File: src/rtl/ihrc_pkg.sv
// shared types, constants and field widths for the ipv4 header receive check
package ihrc_pkg;

   localparam int HEADER_WORDS = 10;

   localparam int WORD_WIDTH  = 16;
   localparam int SUM_WIDTH   = 20;
   localparam int PROTO_WIDTH = 8;
   localparam int CLASS_WIDTH = 2;

   localparam int FLAGS_WORD_INDEX = 3;
   localparam int PROTO_WORD_INDEX = 4;

   localparam logic [WORD_WIDTH-1:0] MF_BIT      = 16'h2000;
   localparam logic [WORD_WIDTH-1:0] OFFSET_MASK = 16'h1FFF;
   localparam logic [WORD_WIDTH-1:0] FOLD_OK     = 16'hFFFF;

   localparam logic [PROTO_WIDTH-1:0] PROTO_ICMP = 8'd1;
   localparam logic [PROTO_WIDTH-1:0] PROTO_TCP  = 8'd6;
   localparam logic [PROTO_WIDTH-1:0] PROTO_UDP  = 8'd17;

   typedef enum logic [CLASS_WIDTH-1:0] {
      CLASS_ICMP  = 2'd0,
      CLASS_TCP   = 2'd1,
      CLASS_UDP   = 2'd2,
      CLASS_OTHER = 2'd3
   } protocol_class_type;

   typedef struct packed {
      logic                   checksum_ok;
      logic                   fragment;
      logic                   accept;
      protocol_class_type     protocol_class;
      logic [PROTO_WIDTH-1:0] protocol_number;
   } result_type;

endpackage

File: src/rtl/ihrc_if.sv
// valid/ready channel interfaces for header words and check results
interface ihrc_req_if;
   logic                             valid;
   logic                             ready;
   logic [ihrc_pkg::WORD_WIDTH-1:0]  header_word;
   logic                             first_word;

   modport source (output valid, output header_word, output first_word, input ready);
   modport sink   (input valid, input header_word, input first_word, output ready);
endinterface

interface ihrc_rsp_if;
   logic                              valid;
   logic                              ready;
   logic                              checksum_ok;
   logic                              fragment;
   logic                              accept;
   logic [ihrc_pkg::CLASS_WIDTH-1:0]  protocol_class;
   logic [ihrc_pkg::PROTO_WIDTH-1:0]  protocol_number;

   modport source (output valid, output checksum_ok, output fragment, output accept,
                   output protocol_class, output protocol_number, input ready);
   modport sink   (input valid, input checksum_ok, input fragment, input accept,
                   input protocol_class, input protocol_number, output ready);
endinterface

File: src/rtl/ipv4_header_rx_check_top.sv
// top level of the ipv4 header receive check: word accumulator and result register
//
//   channel | dir | handshake        | payload
//   --------+-----+------------------+----------------------------------------------
//   req     | in  | valid / ready    | header_word[15:0], first_word
//   rsp     | out | valid / ready    | checksum_ok, fragment, accept,
//           |     |                  | protocol_class[1:0], protocol_number[7:0]
//
// one header word is taken per cycle unless stalled; a header of HEADER_WORDS words gives
// one result item in the cycle after its last word is taken (sum, fold, compare at take)
// reset (synchronous, active high) clears the word position, the sum, the stored
// flags word and protocol byte, and the result valid
// a stalled result holds back only the word at the last position; all other words
// keep flowing while the result register waits
module ipv4_header_rx_check_top #(
   parameter int HEADER_WORDS = ihrc_pkg::HEADER_WORDS
) (
   input  logic      clock,
   input  logic      reset,
   ihrc_req_if.sink  req,
   ihrc_rsp_if.source rsp
);

   localparam int POS_W = $clog2(HEADER_WORDS);
   localparam int WW    = ihrc_pkg::WORD_WIDTH;
   localparam int SW    = ihrc_pkg::SUM_WIDTH;
   localparam int PW    = ihrc_pkg::PROTO_WIDTH;
   localparam logic [POS_W-1:0] LAST_POS  = POS_W'(HEADER_WORDS - 1);
   localparam logic [POS_W-1:0] FLAGS_POS = POS_W'(ihrc_pkg::FLAGS_WORD_INDEX);
   localparam logic [POS_W-1:0] PROTO_POS = POS_W'(ihrc_pkg::PROTO_WORD_INDEX);

   // header state
   logic [POS_W-1:0] pos_ff,   pos_in;
   logic [SW-1:0]    sum_ff,   sum_in;
   logic [WW-1:0]    flags_ff, flags_in;
   logic [PW-1:0]    proto_ff, proto_in;

   // result register
   logic                 rsp_valid_ff, rsp_valid_in;
   ihrc_pkg::result_type rsp_data_ff,  rsp_data_in;

   logic                 req_take;
   logic                 rsp_take;
   logic [POS_W-1:0]     pos_eff;
   logic [SW-1:0]        sum_base;
   logic                 last_word;
   ihrc_pkg::result_type calc_result;

   // a marked word always restarts the header at word zero
   assign pos_eff   = req.first_word ? '0 : pos_ff;
   assign sum_base  = req.first_word ? '0 : sum_ff;
   assign last_word = (pos_eff == LAST_POS);

   // the result slot is needed only when a last word can land; the test uses the
   // stored position so ready does not depend on the payload
   assign req.ready = !((pos_ff == LAST_POS) && rsp_valid_ff && !rsp.ready);
   assign req_take  = req.valid && req.ready;
   assign rsp_take  = rsp_valid_ff && rsp.ready;

   always_comb begin
      pos_in   = pos_ff;
      sum_in   = sum_ff;
      flags_in = flags_ff;
      proto_in = proto_ff;
      if (req_take) begin
         sum_in = sum_base + {{(SW-WW){1'b0}}, req.header_word};
         if (pos_eff == FLAGS_POS) begin
            flags_in = req.header_word;
         end
         if (pos_eff == PROTO_POS) begin
            proto_in = req.header_word[PW-1:0];
         end
         if (last_word) begin
            pos_in = '0;
            sum_in = '0;
         end else begin
            pos_in = pos_eff + 1'b1;
         end
      end
   end

   // fold runs on the sum including the last word; flags and protocol are
   // already stored by then
   ihrc_result_calc u_calc (
      .sum        (sum_base + {{(SW-WW){1'b0}}, req.header_word}),
      .flags_word (flags_ff),
      .proto_byte (proto_ff),
      .result     (calc_result)
   );

   always_comb begin
      rsp_valid_in = rsp_valid_ff && !rsp_take;
      rsp_data_in  = rsp_data_ff;
      if (req_take && last_word) begin
         rsp_valid_in = 1'b1;
         rsp_data_in  = calc_result;
      end
   end

   always_ff @(posedge clock) begin
      if (reset) begin
         pos_ff       <= '0;
         sum_ff       <= '0;
         flags_ff     <= '0;
         proto_ff     <= '0;
         rsp_valid_ff <= 1'b0;
      end else begin
         pos_ff       <= pos_in;
         sum_ff       <= sum_in;
         flags_ff     <= flags_in;
         proto_ff     <= proto_in;
         rsp_valid_ff <= rsp_valid_in;
      end
   end

   always_ff @(posedge clock) begin
      rsp_data_ff <= rsp_data_in;
   end

   assign rsp.valid           = rsp_valid_ff;
   assign rsp.checksum_ok     = rsp_data_ff.checksum_ok;
   assign rsp.fragment        = rsp_data_ff.fragment;
   assign rsp.accept          = rsp_data_ff.accept;
   assign rsp.protocol_class  = rsp_data_ff.protocol_class;
   assign rsp.protocol_number = rsp_data_ff.protocol_number;

`ifndef SYNTHESIS
   // a taken last word always shows up as a result in the next cycle
   a_last_gives_result: assert property (@(posedge clock) disable iff (reset)
      req_take && last_word |=> rsp_valid_ff)
      else $error("last header word did not load a result");

   // a waiting result is never overwritten by a last word
   a_no_overwrite: assert property (@(posedge clock) disable iff (reset)
      rsp_valid_ff && !rsp.ready && pos_ff == LAST_POS |-> !req.ready)
      else $error("last word taken while result stalled");

   // the word position stays inside the header
   a_pos_range: assert property (@(posedge clock) disable iff (reset)
      pos_ff <= LAST_POS)
      else $error("word position out of range");

   // sum is cleared after every finished header
   a_sum_cleared: assert property (@(posedge clock) disable iff (reset)
      req_take && last_word |=> sum_ff == '0 && pos_ff == '0)
      else $error("sum or position not cleared after header");
`endif

endmodule

File: src/rtl/ihrc_result_calc.sv
// end-around carry fold of the header sum, fragment test and protocol class
module ihrc_result_calc (
   input  logic [ihrc_pkg::SUM_WIDTH-1:0]   sum,
   input  logic [ihrc_pkg::WORD_WIDTH-1:0]  flags_word,
   input  logic [ihrc_pkg::PROTO_WIDTH-1:0] proto_byte,
   output ihrc_pkg::result_type             result
);

   localparam int WW = ihrc_pkg::WORD_WIDTH;
   localparam int CW = ihrc_pkg::SUM_WIDTH - ihrc_pkg::WORD_WIDTH;

   logic [WW:0]   fold1;
   logic [WW-1:0] fold2;
   logic          frag;
   ihrc_pkg::protocol_class_type cls;

   // two folds are enough: the first leaves at most one carry bit
   assign fold1 = {1'b0, sum[WW-1:0]} + {{(WW+1-CW){1'b0}}, sum[ihrc_pkg::SUM_WIDTH-1:WW]};
   assign fold2 = fold1[WW-1:0] + {{(WW-1){1'b0}}, fold1[WW]};

   assign frag = ((flags_word & ihrc_pkg::MF_BIT) != '0) ||
                 ((flags_word & ihrc_pkg::OFFSET_MASK) != '0);

   always_comb begin
      case (proto_byte)
         ihrc_pkg::PROTO_ICMP: cls = ihrc_pkg::CLASS_ICMP;
         ihrc_pkg::PROTO_TCP:  cls = ihrc_pkg::CLASS_TCP;
         ihrc_pkg::PROTO_UDP:  cls = ihrc_pkg::CLASS_UDP;
         default:              cls = ihrc_pkg::CLASS_OTHER;
      endcase
   end

   always_comb begin
      result.checksum_ok     = (fold2 == ihrc_pkg::FOLD_OK);
      result.fragment        = frag;
      result.accept          = (fold2 == ihrc_pkg::FOLD_OK) && !frag;
      result.protocol_class  = cls;
      result.protocol_number = proto_byte;
   end

endmodule
File: src/flat_wrapper.sv
// flat-port wrapper written by rule: the top's interface ports become plain ports
module ipv4_header_rx_check_top_flat 
#(
   parameter int HEADER_WORDS = ihrc_pkg::HEADER_WORDS
)
  (clock, reset, req_valid, req_header_word, req_first_word, req_ready, rsp_valid, rsp_checksum_ok, rsp_fragment, rsp_accept, rsp_protocol_class, rsp_protocol_number, rsp_ready);
  ihrc_req_if req_i ();
  ihrc_rsp_if rsp_i ();
  input  logic clock;
  input  logic reset;
  input wire logic [$bits(req_i.valid)-1:0] req_valid;
  input wire logic [$bits(req_i.header_word)-1:0] req_header_word;
  input wire logic [$bits(req_i.first_word)-1:0] req_first_word;
  output wire logic [$bits(req_i.ready)-1:0] req_ready;
  output wire logic [$bits(rsp_i.valid)-1:0] rsp_valid;
  output wire logic [$bits(rsp_i.checksum_ok)-1:0] rsp_checksum_ok;
  output wire logic [$bits(rsp_i.fragment)-1:0] rsp_fragment;
  output wire logic [$bits(rsp_i.accept)-1:0] rsp_accept;
  output wire logic [$bits(rsp_i.protocol_class)-1:0] rsp_protocol_class;
  output wire logic [$bits(rsp_i.protocol_number)-1:0] rsp_protocol_number;
  input wire logic [$bits(rsp_i.ready)-1:0] rsp_ready;
  assign req_i.valid = req_valid;
  assign req_i.header_word = req_header_word;
  assign req_i.first_word = req_first_word;
  assign req_ready = req_i.ready;
  assign rsp_valid = rsp_i.valid;
  assign rsp_checksum_ok = rsp_i.checksum_ok;
  assign rsp_fragment = rsp_i.fragment;
  assign rsp_accept = rsp_i.accept;
  assign rsp_protocol_class = rsp_i.protocol_class;
  assign rsp_protocol_number = rsp_i.protocol_number;
  assign rsp_i.ready = rsp_ready;
  ipv4_header_rx_check_top #(.HEADER_WORDS(HEADER_WORDS)) u_core (.clock(clock), .reset(reset), .req(req_i), .rsp(rsp_i));
endmodule
File: config.mk
export PLATFORM = sky130hd
export DESIGN_NAME = ipv4_header_rx_check_top_flat
export DESIGN_NICKNAME = d
export VERILOG_FILES = /design/src/rtl/ihrc_pkg.sv /design/src/rtl/ihrc_if.sv /design/src/rtl/ipv4_header_rx_check_top.sv /design/src/rtl/ihrc_result_calc.sv /design/src/flat_wrapper.sv
export SDC_FILE = /design/constraint.sdc
export NUM_CORES = 1
export LEC_CHECK = 0
export BUFFER_PORTS_ARGS = -buffer_cell sky130_fd_sc_hd__buf_2
export CAP_MARGIN = 20
export CORE_ASPECT_RATIO = 1.25
export CORE_UTILIZATION = 60
export CTS_CLUSTER_SIZE = 12
export DETAILED_ROUTE_END_ITERATION = 10
export PLACE_DENSITY_LB_ADDON = 0.05
export RECOVER_POWER = 25
export SKIP_LAST_GASP = 1
export SYNTH_ARGS = -nofsm -noshare
export SYNTH_HDL_FRONTEND = slang
export SYNTH_SLANG_ARGS = --single-unit
File: constraint.sdc
create_clock -name clock -period 10.4 [get_ports clock]
set_clock_uncertainty 0.15 [all_clocks]
set_input_delay 2.6 -clock clock [delete_from_list [all_inputs] [get_ports clock]]
set_output_delay 2.6 -clock clock [all_outputs]
set_load 0.01 [all_outputs]
==> flow_summary.ini <==
[die]
initial_core_util_pct = 63.50
num_rows = 31
coreArea_um2 = 5896
fp.dieArea_um2 = 6561
num_io_pins = 36
die_h_um = 90.32
dieWidth_um = 72.65

[yosys]
ys_warn_count = 0
synth_area_um2 = 3744
postSynthAreaPerCell_um2 = 8.892
synth_cells = 421
async_flop_share_pct = 0
synth-seq-cells = 60
synth_edf_count = 13
yosysSeqAreaShare_pct = 35.56
ys_types = 64
synthFlopType = dfxtp_1
synth_fp_nets = 466

[timing]
min_period_over_period_pct = 89.63
maxSlewViolCount = 0
setup_violations = 0
rsz0062_at_grt = false
fmax_ghz = 0.1073
max_slew_margin_pct = 21.64
finalCriticalPeriod_ns = 9.321
timing.setup.tns_ns = 0
finalHoldViolCount = 0
worstMarginPinSlew_ns = 1.175

[clock_tree]
clk_latency_ns = 0.34
cts_resized = 0
h-tree-depth = 3
root_buffer = clkbuf_8
post-cts-setup-buffer-count = 0
clk_transition_reported_paths_ns = 0.08
cts_hold_buffers = 0
cts_tree = yes
clockBufferDepth = 2
cts_buffers = 9
clkSinkCount = 60

[layout]
fillers = 502
final_cell_mix = 67 x nor2_1, 47 x dfxtp_1, 26 x nand2_1, 26 x buf_2
nNetsFinal = 500
design_area_um2 = 4203
area_growth_syn_to_layout_pct = 12.27
drive_gt1_share_pct = 13.04
final_common_cell = nor2_1
antennaDiodeCount = 0

[detailed_routing]
drt-pass1-iter-count = 4
wl_per_cell_um = 15.09
drtAntennaViolNets = 0
vias = 3213
drtIter0Drc = 135
viasPerCell = 5.928
drc_errors = 0
routed_wl_um = 8177

[min_path]
hold_end = u_core.sum_ff[0]
hold_path_depth = 2
hold_path.class = flip-flop to flip-flop
hp-start = u_core.sum_ff[0]

[grt]
grt_pass1_vias = 3022
overflow = 0
grt_pass1_wl_um = 14060
antenna_found_initial = 0
grt_use_total_pct = 27.37
grt_start_max_net_pins = 48

[power]
total_leakage_power_nw = 1.726
cellPowerDensity_nw_per_um2 = 138.6
vdd_drop_max_v = 0.00007065

[run_status]
outcome = finished clean

[worst_setup_path]
cp.arrival_ns = 9.35
worstPathRequired_ns = 10.43
cp_top_family = simple AND/OR/NAND/NOR gates
reg2reg_to = u_core.rsp.accept
crit_top_cell = ha_1
regToRegSetupSlack_ns = 3.60
max_stage_delay_ns = 0.54
crit_buf_inv = 3
start_kind = primary input
reg2reg_from = u_core.sum_ff[0]
crit_type = primary input to flip-flop
slowest_stage = a2111oi_1
cp_max_fo = 28
crit_path_end_kind = flip-flop
rr_worst_depth = 28

[flow_run]
cap_violations = 0

[place]
place_area_um2 = 3984
port_buffers = 35
hpwl_um = 5956
gp_congestion = 0.8306
==> state kept, by name (all words and copies together) (netlist names) <==
| register | flops |
|---|---|
| u_core.flags_ff | 14 |
| u_core.pos_ff | 4 |
| u_core.proto_ff | 8 |
| u_core.rsp.accept | 1 |
| u_core.rsp.checksum_ok | 1 |
| u_core.rsp.fragment | 1 |
| u_core.rsp.protocol_class | 2 |
| u_core.rsp.protocol_number | 8 |
| u_core.rsp.valid | 1 |
| u_core.sum_ff | 20 |
==> per-stage QoR <==
| step | worst slack, ns | cells | util (%) | hold slack [ns] | total power, mW |
|---|---|---|---|---|---|
| after global routing | 0.4821 | 542 | 71.29 | 0.3252 | 0.6099 |
| final | 1.079 | 542 | 71.29 | 0.3097 | 0.5824 |
| after CTS | 1.376 | 541 | 71.35 | 0.3084 | 0.5850 |
| after floorplan | 1.725 | 421 | - | 0.2711 | 0.3247 |
| after global placement | 1.215 | 525 | 67.57 | 0.2797 | 0.3456 |
| after detailed placement | 1.051 | 525 | 67.57 | 0.2838 | 0.3472 |
==> worst max-delay path by stage <==
| stage | from | endpoint | cells past startpoint |
|---|---|---|---|
| 6_report | req_first_word | u_core.rsp.accept | 29 |
| 5_1_grt | req_first_word | u_core.rsp.accept | 29 |
| 4_1_cts | req_first_word | u_core.rsp.accept | 29 |
| 3_5_place_dp | req_first_word | u_core.rsp.accept | 29 |
| 3_3_place_gp | req_first_word | u_core.rsp.accept | 29 |
| 2_1_floorplan | req_first_word | u_core.rsp.accept | 30 |
==> worst register-to-register path, delay by kind of cell, from the launching register on <==
family | cells | cell delay, ns
xor+xnor | 2 | 0.29
fa+ha+maj | 6 | 1.62
compound gates | 8 | 2.07
flops | 1 | 0.33
buf+inv | 2 | 0.13
simple gates | 10 | 2.08
==> final cells by class <==
class	count	area, um^2	area share, %
inverter	11	41.29	0.9824
timing repair buffer	38	186.4	4.436
multi-input combinational	335	2318	55.17
clock inverter	7	98.84	2.352
clock buffer	9	123.9	2.947
tap	82	102.6	2.441
sequential	60	1331	31.68
==> layer usage <==
layer | vias up | global-route usage [%] | part of all wire (%)
met2 | 83 | 46.26 | 49
met3 | 13 | 5.357 | 4.1
met4 | 0 | 9.314 | 1.7
li1 | 1605 | - | -
met1 | 1512 | 34.23 | 45
met5 | - | 0 | 0
==> power breakdown <==
group          internal [mW]  switching (mW)  leakage [nW]
registers              0.242         0.00326         0.478
logic                 0.0390          0.0589          1.14
clock network          0.136           0.103         0.110
==> synthesized netlist by cell type, drive strengths merged, types with 6 or more instances <==
library cell | count | area (um^2)
nor2 | 67 | 251.5
dfxtp | 47 | 940.9
nand2 | 26 | 97.59
ha | 22 | 275.3
mux2i | 22 | 220.2
nor2b | 22 | 137.6
a22oi | 15 | 112.6
xnor2 | 15 | 146.4
clkbuf | 14 | 53.80
edfxtp | 13 | 390.4
a21oi | 12 | 60.06
o21ai | 12 | 60.05
inv | 11 | 41.29
nand3 | 11 | 55.05
a21o | 9 | 67.56
xor2 | 8 | 70.07
nand2b | 7 | 43.79
nor3 | 7 | 40.04
nor4 | 7 | 50.05
a211oi | 6 | 62.56
a31oi | 6 | 37.54
==> cell families (layout without fill, tap and decap cells) <==
family / count (synthesis) / after routing / synth area share, %
xor gates and xnor gates: 23 / 23 / 5.782
and+or+nand+nor: 178 / 178 / 24.03
DFF: 60 / 60 / 35.56
adders and majority gates: 24 / 24 / 8.422
muxes: 22 / 22 / 5.882
buffers and inverters: 26 / 65 / 2.674
AOI/OAI and AO/OA: 88 / 88 / 17.65
Note: power is estimated with default switching activity, not from simulation.
